## src/rtl/core/pidaw_pkg.sv

```systemverilog
package pidaw_pkg;

    localparam int DATA_WIDTH  = 32;
    localparam int FRAC_BITS   = 16;
    localparam int CFG_INDEX_W = 3;

    typedef enum logic [CFG_INDEX_W-1:0] {
        CFG_PROP_GAIN      = 3'd0,
        CFG_INTEGRAL_GAIN  = 3'd1,
        CFG_DERIV_GAIN     = 3'd2,
        CFG_SAMPLE_PERIOD  = 3'd3,
        CFG_INTEGRAL_UPPER = 3'd4,
        CFG_INTEGRAL_LOWER = 3'd5,
        CFG_DRIVE_UPPER    = 3'd6,
        CFG_DRIVE_LOWER    = 3'd7
    } cfg_index_t;

    typedef enum logic [2:0] {
        MUL_NONE  = 3'd0,
        MUL_PROP  = 3'd1,
        MUL_INT   = 3'd2,
        MUL_PER   = 3'd3,
        MUL_DERIV = 3'd4
    } mul_sel_t;

    typedef struct packed {
        mul_sel_t mul_sel;
        logic     ld_in;
        logic     ld_diff;
        logic     ld_pterm;
        logic     ld_trial;
        logic     ld_integ;
        logic     ld_acc;
        logic     ld_out;
    } dp_cmd_t;

    typedef struct packed {
        logic enable;
    } dp_status_t;

endpackage

```

## src/rtl/core/pid_step_angle_wrap_antiwindup_top.sv

```systemverilog
// PID step with angle wrap and conditional-integration anti-windup, Q16.16.
// Input channel (in_valid/in_ready): one beat per sample carrying target,
// measured, angle_mode and enable. Output channel (out_valid/out_ready): one
// beat per input beat with drive and clamped, in order.
// Config: cfg_we writes cfg_data into register cfg_index at the clock edge;
// write only while no sample is in flight.
// An enabled sample is computed from five products issued through one
// shared multiplier plus the add/compare steps between them; a disabled
// sample skips them and goes from the difference step to the output step.
// in_ready is high only while the sequencer is idle, so a new sample is not
// accepted until the previous one has been loaded into the output register.
// Reset clears the integral sum and previous measurement and loads the
// default gains and limits. When the receiver stalls, the result holds in the
// output register; the next sample is still accepted and computed, and it
// waits in its final step until the output register frees.
module pid_step_angle_wrap_antiwindup_top #(
    parameter int DATA_WIDTH = pidaw_pkg::DATA_WIDTH,
    parameter int FRAC_BITS  = pidaw_pkg::FRAC_BITS,
    parameter int CFG_WIDTH  = (DATA_WIDTH > FRAC_BITS + 1) ? DATA_WIDTH : FRAC_BITS + 1
) (
    input  logic                              clk,
    input  logic                              rst_n,
    input  logic                              in_valid,
    output logic                              in_ready,
    input  logic signed [DATA_WIDTH-1:0]      target,
    input  logic signed [DATA_WIDTH-1:0]      measured,
    input  logic                              angle_mode,
    input  logic                              enable,
    output logic                              out_valid,
    input  logic                              out_ready,
    output logic signed [DATA_WIDTH-1:0]      drive,
    output logic                              clamped,
    input  logic                              cfg_we,
    input  logic [pidaw_pkg::CFG_INDEX_W-1:0] cfg_index,
    input  logic [CFG_WIDTH-1:0]              cfg_data
);

    pidaw_pkg::dp_cmd_t    cmd;
    pidaw_pkg::dp_status_t status;

    logic signed [DATA_WIDTH-1:0] prop_gain;
    logic signed [DATA_WIDTH-1:0] integral_gain;
    logic signed [DATA_WIDTH-1:0] deriv_gain_per_period;
    logic [FRAC_BITS:0]           sample_period;
    logic signed [DATA_WIDTH-1:0] integral_upper;
    logic signed [DATA_WIDTH-1:0] integral_lower;
    logic signed [DATA_WIDTH-1:0] drive_upper;
    logic signed [DATA_WIDTH-1:0] drive_lower;

    pidaw_cfg #(
        .DATA_WIDTH (DATA_WIDTH),
        .FRAC_BITS  (FRAC_BITS),
        .CFG_WIDTH  (CFG_WIDTH)
    ) u_cfg (
        .clk                   (clk),
        .rst_n                 (rst_n),
        .cfg_we                (cfg_we),
        .cfg_index             (cfg_index),
        .cfg_data              (cfg_data),
        .prop_gain             (prop_gain),
        .integral_gain         (integral_gain),
        .deriv_gain_per_period (deriv_gain_per_period),
        .sample_period         (sample_period),
        .integral_upper        (integral_upper),
        .integral_lower        (integral_lower),
        .drive_upper           (drive_upper),
        .drive_lower           (drive_lower)
    );

    pidaw_ctrl u_ctrl (
        .clk       (clk),
        .rst_n     (rst_n),
        .in_valid  (in_valid),
        .in_ready  (in_ready),
        .out_valid (out_valid),
        .out_ready (out_ready),
        .cmd       (cmd),
        .status    (status)
    );

    pidaw_dp #(
        .DATA_WIDTH (DATA_WIDTH),
        .FRAC_BITS  (FRAC_BITS)
    ) u_dp (
        .clk                   (clk),
        .rst_n                 (rst_n),
        .cmd                   (cmd),
        .status                (status),
        .target                (target),
        .measured              (measured),
        .angle_mode            (angle_mode),
        .enable                (enable),
        .prop_gain             (prop_gain),
        .integral_gain         (integral_gain),
        .deriv_gain_per_period (deriv_gain_per_period),
        .sample_period         (sample_period),
        .integral_upper        (integral_upper),
        .integral_lower        (integral_lower),
        .drive_upper           (drive_upper),
        .drive_lower           (drive_lower),
        .drive                 (drive),
        .clamped               (clamped)
    );

endmodule

```

## src/rtl/core/pidaw_cfg.sv

```systemverilog
module pidaw_cfg #(
    parameter int DATA_WIDTH = pidaw_pkg::DATA_WIDTH,
    parameter int FRAC_BITS  = pidaw_pkg::FRAC_BITS,
    parameter int CFG_WIDTH  = pidaw_pkg::DATA_WIDTH
) (
    input  logic                                clk,
    input  logic                                rst_n,
    input  logic                                cfg_we,
    input  logic [pidaw_pkg::CFG_INDEX_W-1:0]   cfg_index,
    input  logic [CFG_WIDTH-1:0]                cfg_data,
    output logic signed [DATA_WIDTH-1:0]        prop_gain,
    output logic signed [DATA_WIDTH-1:0]        integral_gain,
    output logic signed [DATA_WIDTH-1:0]        deriv_gain_per_period,
    output logic [FRAC_BITS:0]                  sample_period,
    output logic signed [DATA_WIDTH-1:0]        integral_upper,
    output logic signed [DATA_WIDTH-1:0]        integral_lower,
    output logic signed [DATA_WIDTH-1:0]        drive_upper,
    output logic signed [DATA_WIDTH-1:0]        drive_lower
);

    localparam int DW = DATA_WIDTH;
    localparam int FB = FRAC_BITS;

    // 0.02 s, rounded
    localparam logic [FB:0] PERIOD_RST =
        (FB+1)'(((64'd1 << FB) * 64'd2 + 64'd50) / 64'd100);
    localparam logic signed [DW-1:0] INT_UPPER_RST   = DW'(64'd50 << FB);
    localparam logic signed [DW-1:0] INT_LOWER_RST   = -INT_UPPER_RST;
    localparam logic signed [DW-1:0] DRIVE_UPPER_RST = DW'(64'd1 << FB);
    localparam logic signed [DW-1:0] DRIVE_LOWER_RST = -DRIVE_UPPER_RST;

    logic signed [DW-1:0] prop_gain_reg;
    logic signed [DW-1:0] integral_gain_reg;
    logic signed [DW-1:0] deriv_gain_reg;
    logic [FB:0]          sample_period_reg;
    logic signed [DW-1:0] integral_upper_reg;
    logic signed [DW-1:0] integral_lower_reg;
    logic signed [DW-1:0] drive_upper_reg;
    logic signed [DW-1:0] drive_lower_reg;

    always_ff @(posedge clk or negedge rst_n)
    begin
        if (!rst_n)
        begin
            prop_gain_reg      <= '0;
            integral_gain_reg  <= '0;
            deriv_gain_reg     <= '0;
            sample_period_reg  <= PERIOD_RST;
            integral_upper_reg <= INT_UPPER_RST;
            integral_lower_reg <= INT_LOWER_RST;
            drive_upper_reg    <= DRIVE_UPPER_RST;
            drive_lower_reg    <= DRIVE_LOWER_RST;
        end
        else if (cfg_we)
        begin
            case (pidaw_pkg::cfg_index_t'(cfg_index))
                pidaw_pkg::CFG_PROP_GAIN:      prop_gain_reg      <= cfg_data[DW-1:0];
                pidaw_pkg::CFG_INTEGRAL_GAIN:  integral_gain_reg  <= cfg_data[DW-1:0];
                pidaw_pkg::CFG_DERIV_GAIN:     deriv_gain_reg     <= cfg_data[DW-1:0];
                pidaw_pkg::CFG_SAMPLE_PERIOD:  sample_period_reg  <= cfg_data[FB:0];
                pidaw_pkg::CFG_INTEGRAL_UPPER: integral_upper_reg <= cfg_data[DW-1:0];
                pidaw_pkg::CFG_INTEGRAL_LOWER: integral_lower_reg <= cfg_data[DW-1:0];
                pidaw_pkg::CFG_DRIVE_UPPER:    drive_upper_reg    <= cfg_data[DW-1:0];
                pidaw_pkg::CFG_DRIVE_LOWER:    drive_lower_reg    <= cfg_data[DW-1:0];
                default:
                begin
                end
            endcase
        end
    end

    assign prop_gain             = prop_gain_reg;
    assign integral_gain         = integral_gain_reg;
    assign deriv_gain_per_period = deriv_gain_reg;
    assign sample_period         = sample_period_reg;
    assign integral_upper        = integral_upper_reg;
    assign integral_lower        = integral_lower_reg;
    assign drive_upper           = drive_upper_reg;
    assign drive_lower           = drive_lower_reg;

endmodule

```

## src/rtl/core/pidaw_ctrl.sv

```systemverilog
module pidaw_ctrl (
    input  logic                  clk,
    input  logic                  rst_n,
    input  logic                  in_valid,
    output logic                  in_ready,
    output logic                  out_valid,
    input  logic                  out_ready,
    output pidaw_pkg::dp_cmd_t    cmd,
    input  pidaw_pkg::dp_status_t status
);

    typedef enum logic [10:0] {
        S_IDLE  = 11'h001,
        S_DIFF  = 11'h002,
        S_MP    = 11'h004,
        S_MI    = 11'h008,
        S_ME    = 11'h010,
        S_TRIAL = 11'h020,
        S_INTEG = 11'h040,
        S_MI2   = 11'h080,
        S_MD    = 11'h100,
        S_ACC   = 11'h200,
        S_OUT   = 11'h400
    } state_t;

    state_t state_reg, state_next;
    logic   out_valid_reg, out_valid_next;
    logic   out_free;

    assign out_free = !out_valid_reg || out_ready;
    assign in_ready = (state_reg == S_IDLE);

    always_comb
    begin
        state_next   = state_reg;
        cmd          = '0;
        cmd.mul_sel  = pidaw_pkg::MUL_NONE;
        case (state_reg)
            S_IDLE:
            begin
                cmd.ld_in = in_valid;
                if (in_valid)
                    state_next = S_DIFF;
            end
            S_DIFF:
            begin
                cmd.ld_diff = 1'b1;
                state_next  = status.enable ? S_MP : S_OUT;
            end
            S_MP:
            begin
                cmd.mul_sel = pidaw_pkg::MUL_PROP;
                state_next  = S_MI;
            end
            S_MI:
            begin
                cmd.mul_sel = pidaw_pkg::MUL_INT;
                state_next  = S_ME;
            end
            S_ME:
            begin
                cmd.mul_sel  = pidaw_pkg::MUL_PER;
                cmd.ld_pterm = 1'b1;
                state_next   = S_TRIAL;
            end
            S_TRIAL:
            begin
                cmd.ld_trial = 1'b1;
                state_next   = S_INTEG;
            end
            S_INTEG:
            begin
                cmd.ld_integ = 1'b1;
                state_next   = S_MI2;
            end
            S_MI2:
            begin
                cmd.mul_sel = pidaw_pkg::MUL_INT;
                state_next  = S_MD;
            end
            S_MD:
            begin
                cmd.mul_sel = pidaw_pkg::MUL_DERIV;
                state_next  = S_ACC;
            end
            S_ACC:
            begin
                cmd.ld_acc = 1'b1;
                state_next = S_OUT;
            end
            S_OUT:
            begin
                cmd.ld_out = out_free;
                if (out_free)
                    state_next = S_IDLE;
            end
            default:
            begin
                state_next = S_IDLE;
            end
        endcase
    end

    always_comb
    begin
        out_valid_next = out_valid_reg;
        if (cmd.ld_out)
            out_valid_next = 1'b1;
        else if (out_ready)
            out_valid_next = 1'b0;
    end

    always_ff @(posedge clk or negedge rst_n)
    begin
        if (!rst_n)
        begin
            state_reg     <= S_IDLE;
            out_valid_reg <= 1'b0;
        end
        else
        begin
            state_reg     <= state_next;
            out_valid_reg <= out_valid_next;
        end
    end

    assign out_valid = out_valid_reg;

    a_onehot_state: assert property (@(posedge clk) disable iff (!rst_n)
        $onehot(state_reg))
        else $error("state register not one-hot");

    a_accept_starts: assert property (@(posedge clk) disable iff (!rst_n)
        (in_valid && in_ready) |=> (state_reg == S_DIFF))
        else $error("accepted beat did not start processing");

    a_no_overwrite: assert property (@(posedge clk) disable iff (!rst_n)
        (out_valid && !out_ready) |-> !cmd.ld_out)
        else $error("pending result overwritten");

    a_load_shows: assert property (@(posedge clk) disable iff (!rst_n)
        cmd.ld_out |=> (out_valid && state_reg == S_IDLE))
        else $error("loaded result not presented");

endmodule

```

## src/rtl/core/pidaw_dp.sv

```systemverilog
module pidaw_dp #(
    parameter int DATA_WIDTH = pidaw_pkg::DATA_WIDTH,
    parameter int FRAC_BITS  = pidaw_pkg::FRAC_BITS
) (
    input  logic                         clk,
    input  logic                         rst_n,
    input  pidaw_pkg::dp_cmd_t           cmd,
    output pidaw_pkg::dp_status_t        status,
    input  logic signed [DATA_WIDTH-1:0] target,
    input  logic signed [DATA_WIDTH-1:0] measured,
    input  logic                         angle_mode,
    input  logic                         enable,
    input  logic signed [DATA_WIDTH-1:0] prop_gain,
    input  logic signed [DATA_WIDTH-1:0] integral_gain,
    input  logic signed [DATA_WIDTH-1:0] deriv_gain_per_period,
    input  logic [FRAC_BITS:0]           sample_period,
    input  logic signed [DATA_WIDTH-1:0] integral_upper,
    input  logic signed [DATA_WIDTH-1:0] integral_lower,
    input  logic signed [DATA_WIDTH-1:0] drive_upper,
    input  logic signed [DATA_WIDTH-1:0] drive_lower,
    output logic signed [DATA_WIDTH-1:0] drive,
    output logic                         clamped
);

    localparam int DW = DATA_WIDTH;
    localparam int FB = FRAC_BITS;
    localparam int MW = (DW > FB + 2) ? DW : FB + 2;
    localparam int XW = ((DW + 1 > FB + 10) ? DW + 1 : FB + 10) + 1;

    localparam logic signed [XW-1:0] HALF_TURN = XW'(180) << FB;
    localparam logic signed [XW-1:0] FULL_TURN = XW'(360) << FB;
    localparam logic signed [DW-1:0] DMAX = {1'b0, {(DW-1){1'b1}}};
    localparam logic signed [DW-1:0] DMIN = {1'b1, {(DW-1){1'b0}}};

    function automatic logic signed [DW-1:0] sat_x(input logic signed [XW-1:0] v);
        logic [XW-DW:0] top;
        top = v[XW-1:DW-1];
        if (&top || ~|top)
            return v[DW-1:0];
        else if (v[XW-1])
            return DMIN;
        else
            return DMAX;
    endfunction

    function automatic logic signed [XW-1:0] wrap(input logic signed [XW-1:0] v);
        if (v > HALF_TURN)
            return v - FULL_TURN;
        else if (v < -HALF_TURN)
            return v + FULL_TURN;
        else
            return v;
    endfunction

    logic signed [DW-1:0]   tgt_reg, meas_reg;
    logic                   angle_reg, en_reg;
    logic signed [DW-1:0]   isum_reg, isum_next;
    logic signed [DW-1:0]   prev_reg, prev_next;
    logic signed [DW-1:0]   err_reg, chg_reg;
    logic signed [2*MW-1:0] prod_reg;
    logic signed [DW-1:0]   fx_reg, fx_next;
    logic signed [DW-1:0]   pterm_reg;
    logic                   trial_ok_reg;
    logic signed [DW:0]     acc_reg;
    logic signed [DW-1:0]   drive_reg;
    logic                   clamped_reg;

    logic signed [XW-1:0]   err_x, chg_x;
    logic signed [MW-1:0]   op_a, op_b;
    logic signed [2*MW-1:0] prod_next;
    logic [2*MW-FB-DW:0]    prod_hi;
    logic signed [DW:0]     trial, isum_sum, isum_clamp, pterm_sum;
    logic signed [DW+1:0]   total;
    logic                   trial_ok;

    always_comb
    begin
        err_x = XW'(tgt_reg) - XW'(meas_reg);
        chg_x = XW'(prev_reg) - XW'(meas_reg);
        if (angle_reg)
        begin
            err_x = wrap(err_x);
            chg_x = wrap(chg_x);
        end
    end

    always_comb
    begin
        case (cmd.mul_sel)
            pidaw_pkg::MUL_PROP:
            begin
                op_a = MW'(prop_gain);
                op_b = MW'(err_reg);
            end
            pidaw_pkg::MUL_INT:
            begin
                op_a = MW'(integral_gain);
                op_b = MW'(isum_reg);
            end
            pidaw_pkg::MUL_PER:
            begin
                op_a = MW'(err_reg);
                op_b = $signed(MW'(sample_period));
            end
            pidaw_pkg::MUL_DERIV:
            begin
                op_a = MW'(deriv_gain_per_period);
                op_b = MW'(chg_reg);
            end
            default:
            begin
                op_a = '0;
                op_b = '0;
            end
        endcase
        prod_next = op_a * op_b;
    end

    // floor shift, then saturate
    always_comb
    begin
        prod_hi = prod_reg[2*MW-1:FB+DW-1];
        if (&prod_hi || ~|prod_hi)
            fx_next = prod_reg[FB+DW-1:FB];
        else
            fx_next = prod_reg[2*MW-1] ? DMIN : DMAX;
    end

    always_comb
    begin
        trial     = (DW+1)'(pterm_reg) + (DW+1)'(fx_reg);
        trial_ok  = !(trial > (DW+1)'(drive_upper) || trial < (DW+1)'(drive_lower));
        isum_sum  = (DW+1)'(isum_reg) + (DW+1)'(fx_reg);
        if (isum_sum > (DW+1)'(integral_upper))
            isum_clamp = (DW+1)'(integral_upper);
        else if (isum_sum < (DW+1)'(integral_lower))
            isum_clamp = (DW+1)'(integral_lower);
        else
            isum_clamp = isum_sum;
        pterm_sum = (DW+1)'(pterm_reg) + (DW+1)'(fx_reg);
        total     = (DW+2)'(acc_reg) + (DW+2)'(fx_reg);
    end

    always_comb
    begin
        isum_next = isum_reg;
        prev_next = prev_reg;
        if (cmd.ld_integ && trial_ok_reg)
            isum_next = isum_clamp[DW-1:0];
        if (cmd.ld_out)
        begin
            prev_next = meas_reg;
            if (!en_reg)
                isum_next = '0;
        end
    end

    always_ff @(posedge clk or negedge rst_n)
    begin
        if (!rst_n)
        begin
            isum_reg <= '0;
            prev_reg <= '0;
        end
        else
        begin
            isum_reg <= isum_next;
            prev_reg <= prev_next;
        end
    end

    always_ff @(posedge clk)
    begin
        if (cmd.ld_in)
        begin
            tgt_reg   <= target;
            meas_reg  <= measured;
            angle_reg <= angle_mode;
            en_reg    <= enable;
        end
        if (cmd.ld_diff)
        begin
            err_reg <= sat_x(err_x);
            chg_reg <= sat_x(chg_x);
        end
        if (cmd.mul_sel != pidaw_pkg::MUL_NONE)
            prod_reg <= prod_next;
        fx_reg <= fx_next;
        if (cmd.ld_pterm)
            pterm_reg <= fx_reg;
        if (cmd.ld_trial)
            trial_ok_reg <= trial_ok;
        if (cmd.ld_acc)
            acc_reg <= pterm_sum;
        if (cmd.ld_out)
        begin
            if (!en_reg)
            begin
                drive_reg   <= '0;
                clamped_reg <= 1'b0;
            end
            else if (total > (DW+2)'(drive_upper))
            begin
                drive_reg   <= drive_upper;
                clamped_reg <= 1'b1;
            end
            else if (total < (DW+2)'(drive_lower))
            begin
                drive_reg   <= drive_lower;
                clamped_reg <= 1'b1;
            end
            else
            begin
                drive_reg   <= total[DW-1:0];
                clamped_reg <= 1'b0;
            end
        end
    end

    assign status.enable = en_reg;
    assign drive         = drive_reg;
    assign clamped       = clamped_reg;

endmodule
```

## config.mk

```make
export PLATFORM = sky130hd
export DESIGN_NAME = pid_step_angle_wrap_antiwindup_top
export DESIGN_NICKNAME = d
export VERILOG_FILES = /design/src/rtl/core/pidaw_pkg.sv /design/src/rtl/core/pid_step_angle_wrap_antiwindup_top.sv /design/src/rtl/core/pidaw_cfg.sv /design/src/rtl/core/pidaw_ctrl.sv /design/src/rtl/core/pidaw_dp.sv
export SDC_FILE = /design/constraint.sdc
export NUM_CORES = 2
export LEC_CHECK = 0
export BUFFER_PORTS_ARGS = -buffer_cell sky130_fd_sc_hd__buf_2
export CAP_MARGIN = 20
export CELL_PAD_IN_SITES_DETAIL_PLACEMENT = 1
export CELL_PAD_IN_SITES_GLOBAL_PLACEMENT = 1
export CORE_MARGIN = 3
export CORE_UTILIZATION = 35
export DETAILED_ROUTE_END_ITERATION = 8
export GPL_TIMING_DRIVEN = 0
export PLACE_DENSITY_LB_ADDON = 0.1
export SLEW_MARGIN = 10
export SYNTH_ARGS = -nofsm -noshare
export SYNTH_HDL_FRONTEND = slang
export SYNTH_SLANG_ARGS = --single-unit
```

## constraint.sdc

```tcl
create_clock -name clk -period 17.4 [get_ports clk]
set_input_delay 1.74 -clock clk [delete_from_list [all_inputs] [get_ports clk]]
set_output_delay 1.74 -clock clk [all_outputs]
set_load 0.05 [all_outputs]
```

==> out/qor.yml <==
first_global_vias: 61100
clk_pin_slew_ns: 0.06
num_vias: 57400
synthesis.area_um2: 73300
netlist_top_cells_count: "1229 x inv_1, 1086 x fa_1, 755 x nand2_1"
rrSetupSlack_ns: 2.43
ys_ff_latch: 626
hold_path_depth: 1
p_leak_nw: 37.1
core-area_um2: 208000
fp.dieH_um: 463
power_density_nw_per_um2: 97.4
final_core_util_pct: 39.2
yosys.area.top_type: "fa_1"
synth_ff_type: "edfxtp_1"
grt_start_max_net_pins: 89
cp_slowest_cell: "buf_1"
synth_top_family_by_area: "adder cells"
crit_arrival_ns: 15.40
slowest_delay_ns: 0.88
firstDrtPassIters: 6
layout_worst_path_cycle_share_pct: 86.0
rsz0062_at_grt: "no"
p_clk_share_pct: 22.8
placed_area_um2: 78600
nets: 9511
cts.path.max_buffers: 3
power_frac_comb_pct: 49.2
cts_root_buffer: "clkbuf_16"
tns_ns: 0
holdCritStartpoint: "u_dp.prod_reg[32]"
cp-start-kind: "flip-flop"
report.final.hold_viol_count: 0
antenna_left: 0
antenna_found_initial: 25
cts_buffers: 78
drtIter0Drc: 4143
ir_drop_mv: 0.128
holdWs_ns: 0.446
synth_xor_area_share_pct: 2.53
seq_area_frac_synth_pct: 23.1
slew_headroom_pct: 15.2
synth_compound_area_share_pct: 10.9
htreeDepth: 3
r2r-end: "u_dp.prod_reg[46]"
synth.area.top_cells: "fa_1 30%, edfxtp_1 11%, dfrtp_1 9.4%, ha_1 9.3%, inv_1 6.3%"
cap_violations: 0
reg2regPathDepth: 34
grt_pass1_wl_um: 439000
dpl.hpwl_um: 254000
pwr-share-seq_pct: 28.0
cts_setup_buffers: 0
power_mw: 7.94
io_pins: 141
dieArea_um2: 215000
status: "complete, no violations"
p_sw_share_pct: 44.5
gp_congestion: 0.949
via_per_inst: 5.39
synth.top_cell.area_share_pct: 29.7
cts_tree: "yes"
hold_path_end: "u_dp.fx_reg[16]"
synth_edf_count: 277
hold_buffers: 0
yosysUniqueCellTypes: 119
largest_reg_flops: 48
synth_fa_ha_area_share_pct: 38.9
ys.warnings.count: 0
detail_route.wl_per_cell_um: 28.2
initial_core_util_pct: 35.3
fin_crit_ns: 14.97
p_int_mw: 4.40
worstSetupPathType: "reg2reg"
tightest_slew_ns: 1.27
synth.most_common_cell: "inv_1"
cts-resized-gates: 0
drc: 0
area_delta_synth_final_pct: 11.2
setup_violations: 0
yosys.area_share.simple_pct: 12.3
clock_sinks: 626
synth_area_per_cell_um2: 9.78
numPortBuffers: 137
cp.required_ns: 17.84
synth_cells: 7489
min_path_type: "reg2reg"
grt_usage_pct: 28.0
timing.rr.start: "u_ctrl.state_reg[8]"
crit_path_frequent_cell: "fa_1"
clk_latency_ns: 0.69
fp.dieW_um: 463
async_flop_share_pct: 50.6
wirelength_um: 301000
synth_nets: 9223
fp-row-count: 167
endpoint_kind: "flip-flop"
path_max_fanout: 10
overflow: 0
final_area_um2: 81500
synth.area.mux_share_pct: 4.12
final-max-slew-violation-count: 0
drive_gt1_share_pct: 9.93
power.switching_mw: 3.53
skew_ns: 0.0437
max_freq_mhz: 66.8
## through the flow
step                std cells  setup WS (ns)
floorplan                7489           6.88
global placement        10400           2.49
detailed placement      10500           2.77
CTS                     10600           2.71
global route            10600           2.14
finish                  10600           2.43
## worst max-delay path: cells and delay by family (launching register included)
kind	cells	cell delay (ns)
simple gates	9	3.41
buf+inv	7	3.22
xor+xnor	1	0.35
flops	1	0.42
compound gates	8	2.82
fa+ha+maj	9	4.46
## power by group through the flow
stage	clock [mW]	sequential (mW)	combinational, mW
detailed placement	0	2.24	3.87
global placement	0	2.24	3.76
CTS	1.85	2.21	3.90
floorplan	0	2.09	2.58
finish	1.81	2.22	3.91
global route	1.92	2.24	4.30
## layout by cell type, fill, tap and decap left out, types with 184 or more instances in the layout
master and n:
ha_1 542, fa_1 1085, edfxtp_1 277, dfrtp_1 276
o21ai_0 184, clkbuf_1 279, inv_1 1229, mux2_2 246
nor2_1 717, nand2_1 755, a21oi_1 276
## how the worst max path moves through the flow
stage,to,cells past startpoint,from
after floorplan,u_dp.prod_reg[46],34,u_ctrl.state_reg[10]
after global placement,u_dp.prod_reg[46],34,u_ctrl.state_reg[10]
after detailed placement,u_dp.prod_reg[46],35,u_ctrl.state_reg[10]
after CTS,u_dp.prod_reg[46],35,u_ctrl.state_reg[10]
after global routing,u_dp.prod_reg[46],36,u_ctrl.state_reg[3]
final,u_dp.prod_reg[46],34,u_ctrl.state_reg[8]
## kinds of logic (layout without fill, tap and decap cells)
group / count (synthesis) / after routing
flip-flops: 626 / 626
other: 0 / 14
AND/OR/NAND/NOR: 2027 / 2027
AO/OA/AOI/OAI: 1175 / 1175
adder cells (fa/ha/maj): 1628 / 1628
multiplexers: 271 / 271
XOR/XNOR: 207 / 207
buffers and inverters: 1555 / 1907
## layout make-up
class                      count  area, um^2
antenna                       14        35.0
fill                       23600      126000
multi-input combinational   5308       50700
buffer                       321        1260
clock inverter                46         637
timing repair buffer         208        1590
clock buffer                  98        2150
sequential                   626       16900
inverter                    1234        4630
tap                         2788        3490
## routing by layer
metal / track usage [%] / routed length (um)
met1: 39.4 / 137000
met2: 44.2 / 136000
met3: 4.11 / 16600
met4: 9.47 / 11600
met5: 0 / 57
Note: power is estimated with default switching activity, not from simulation.
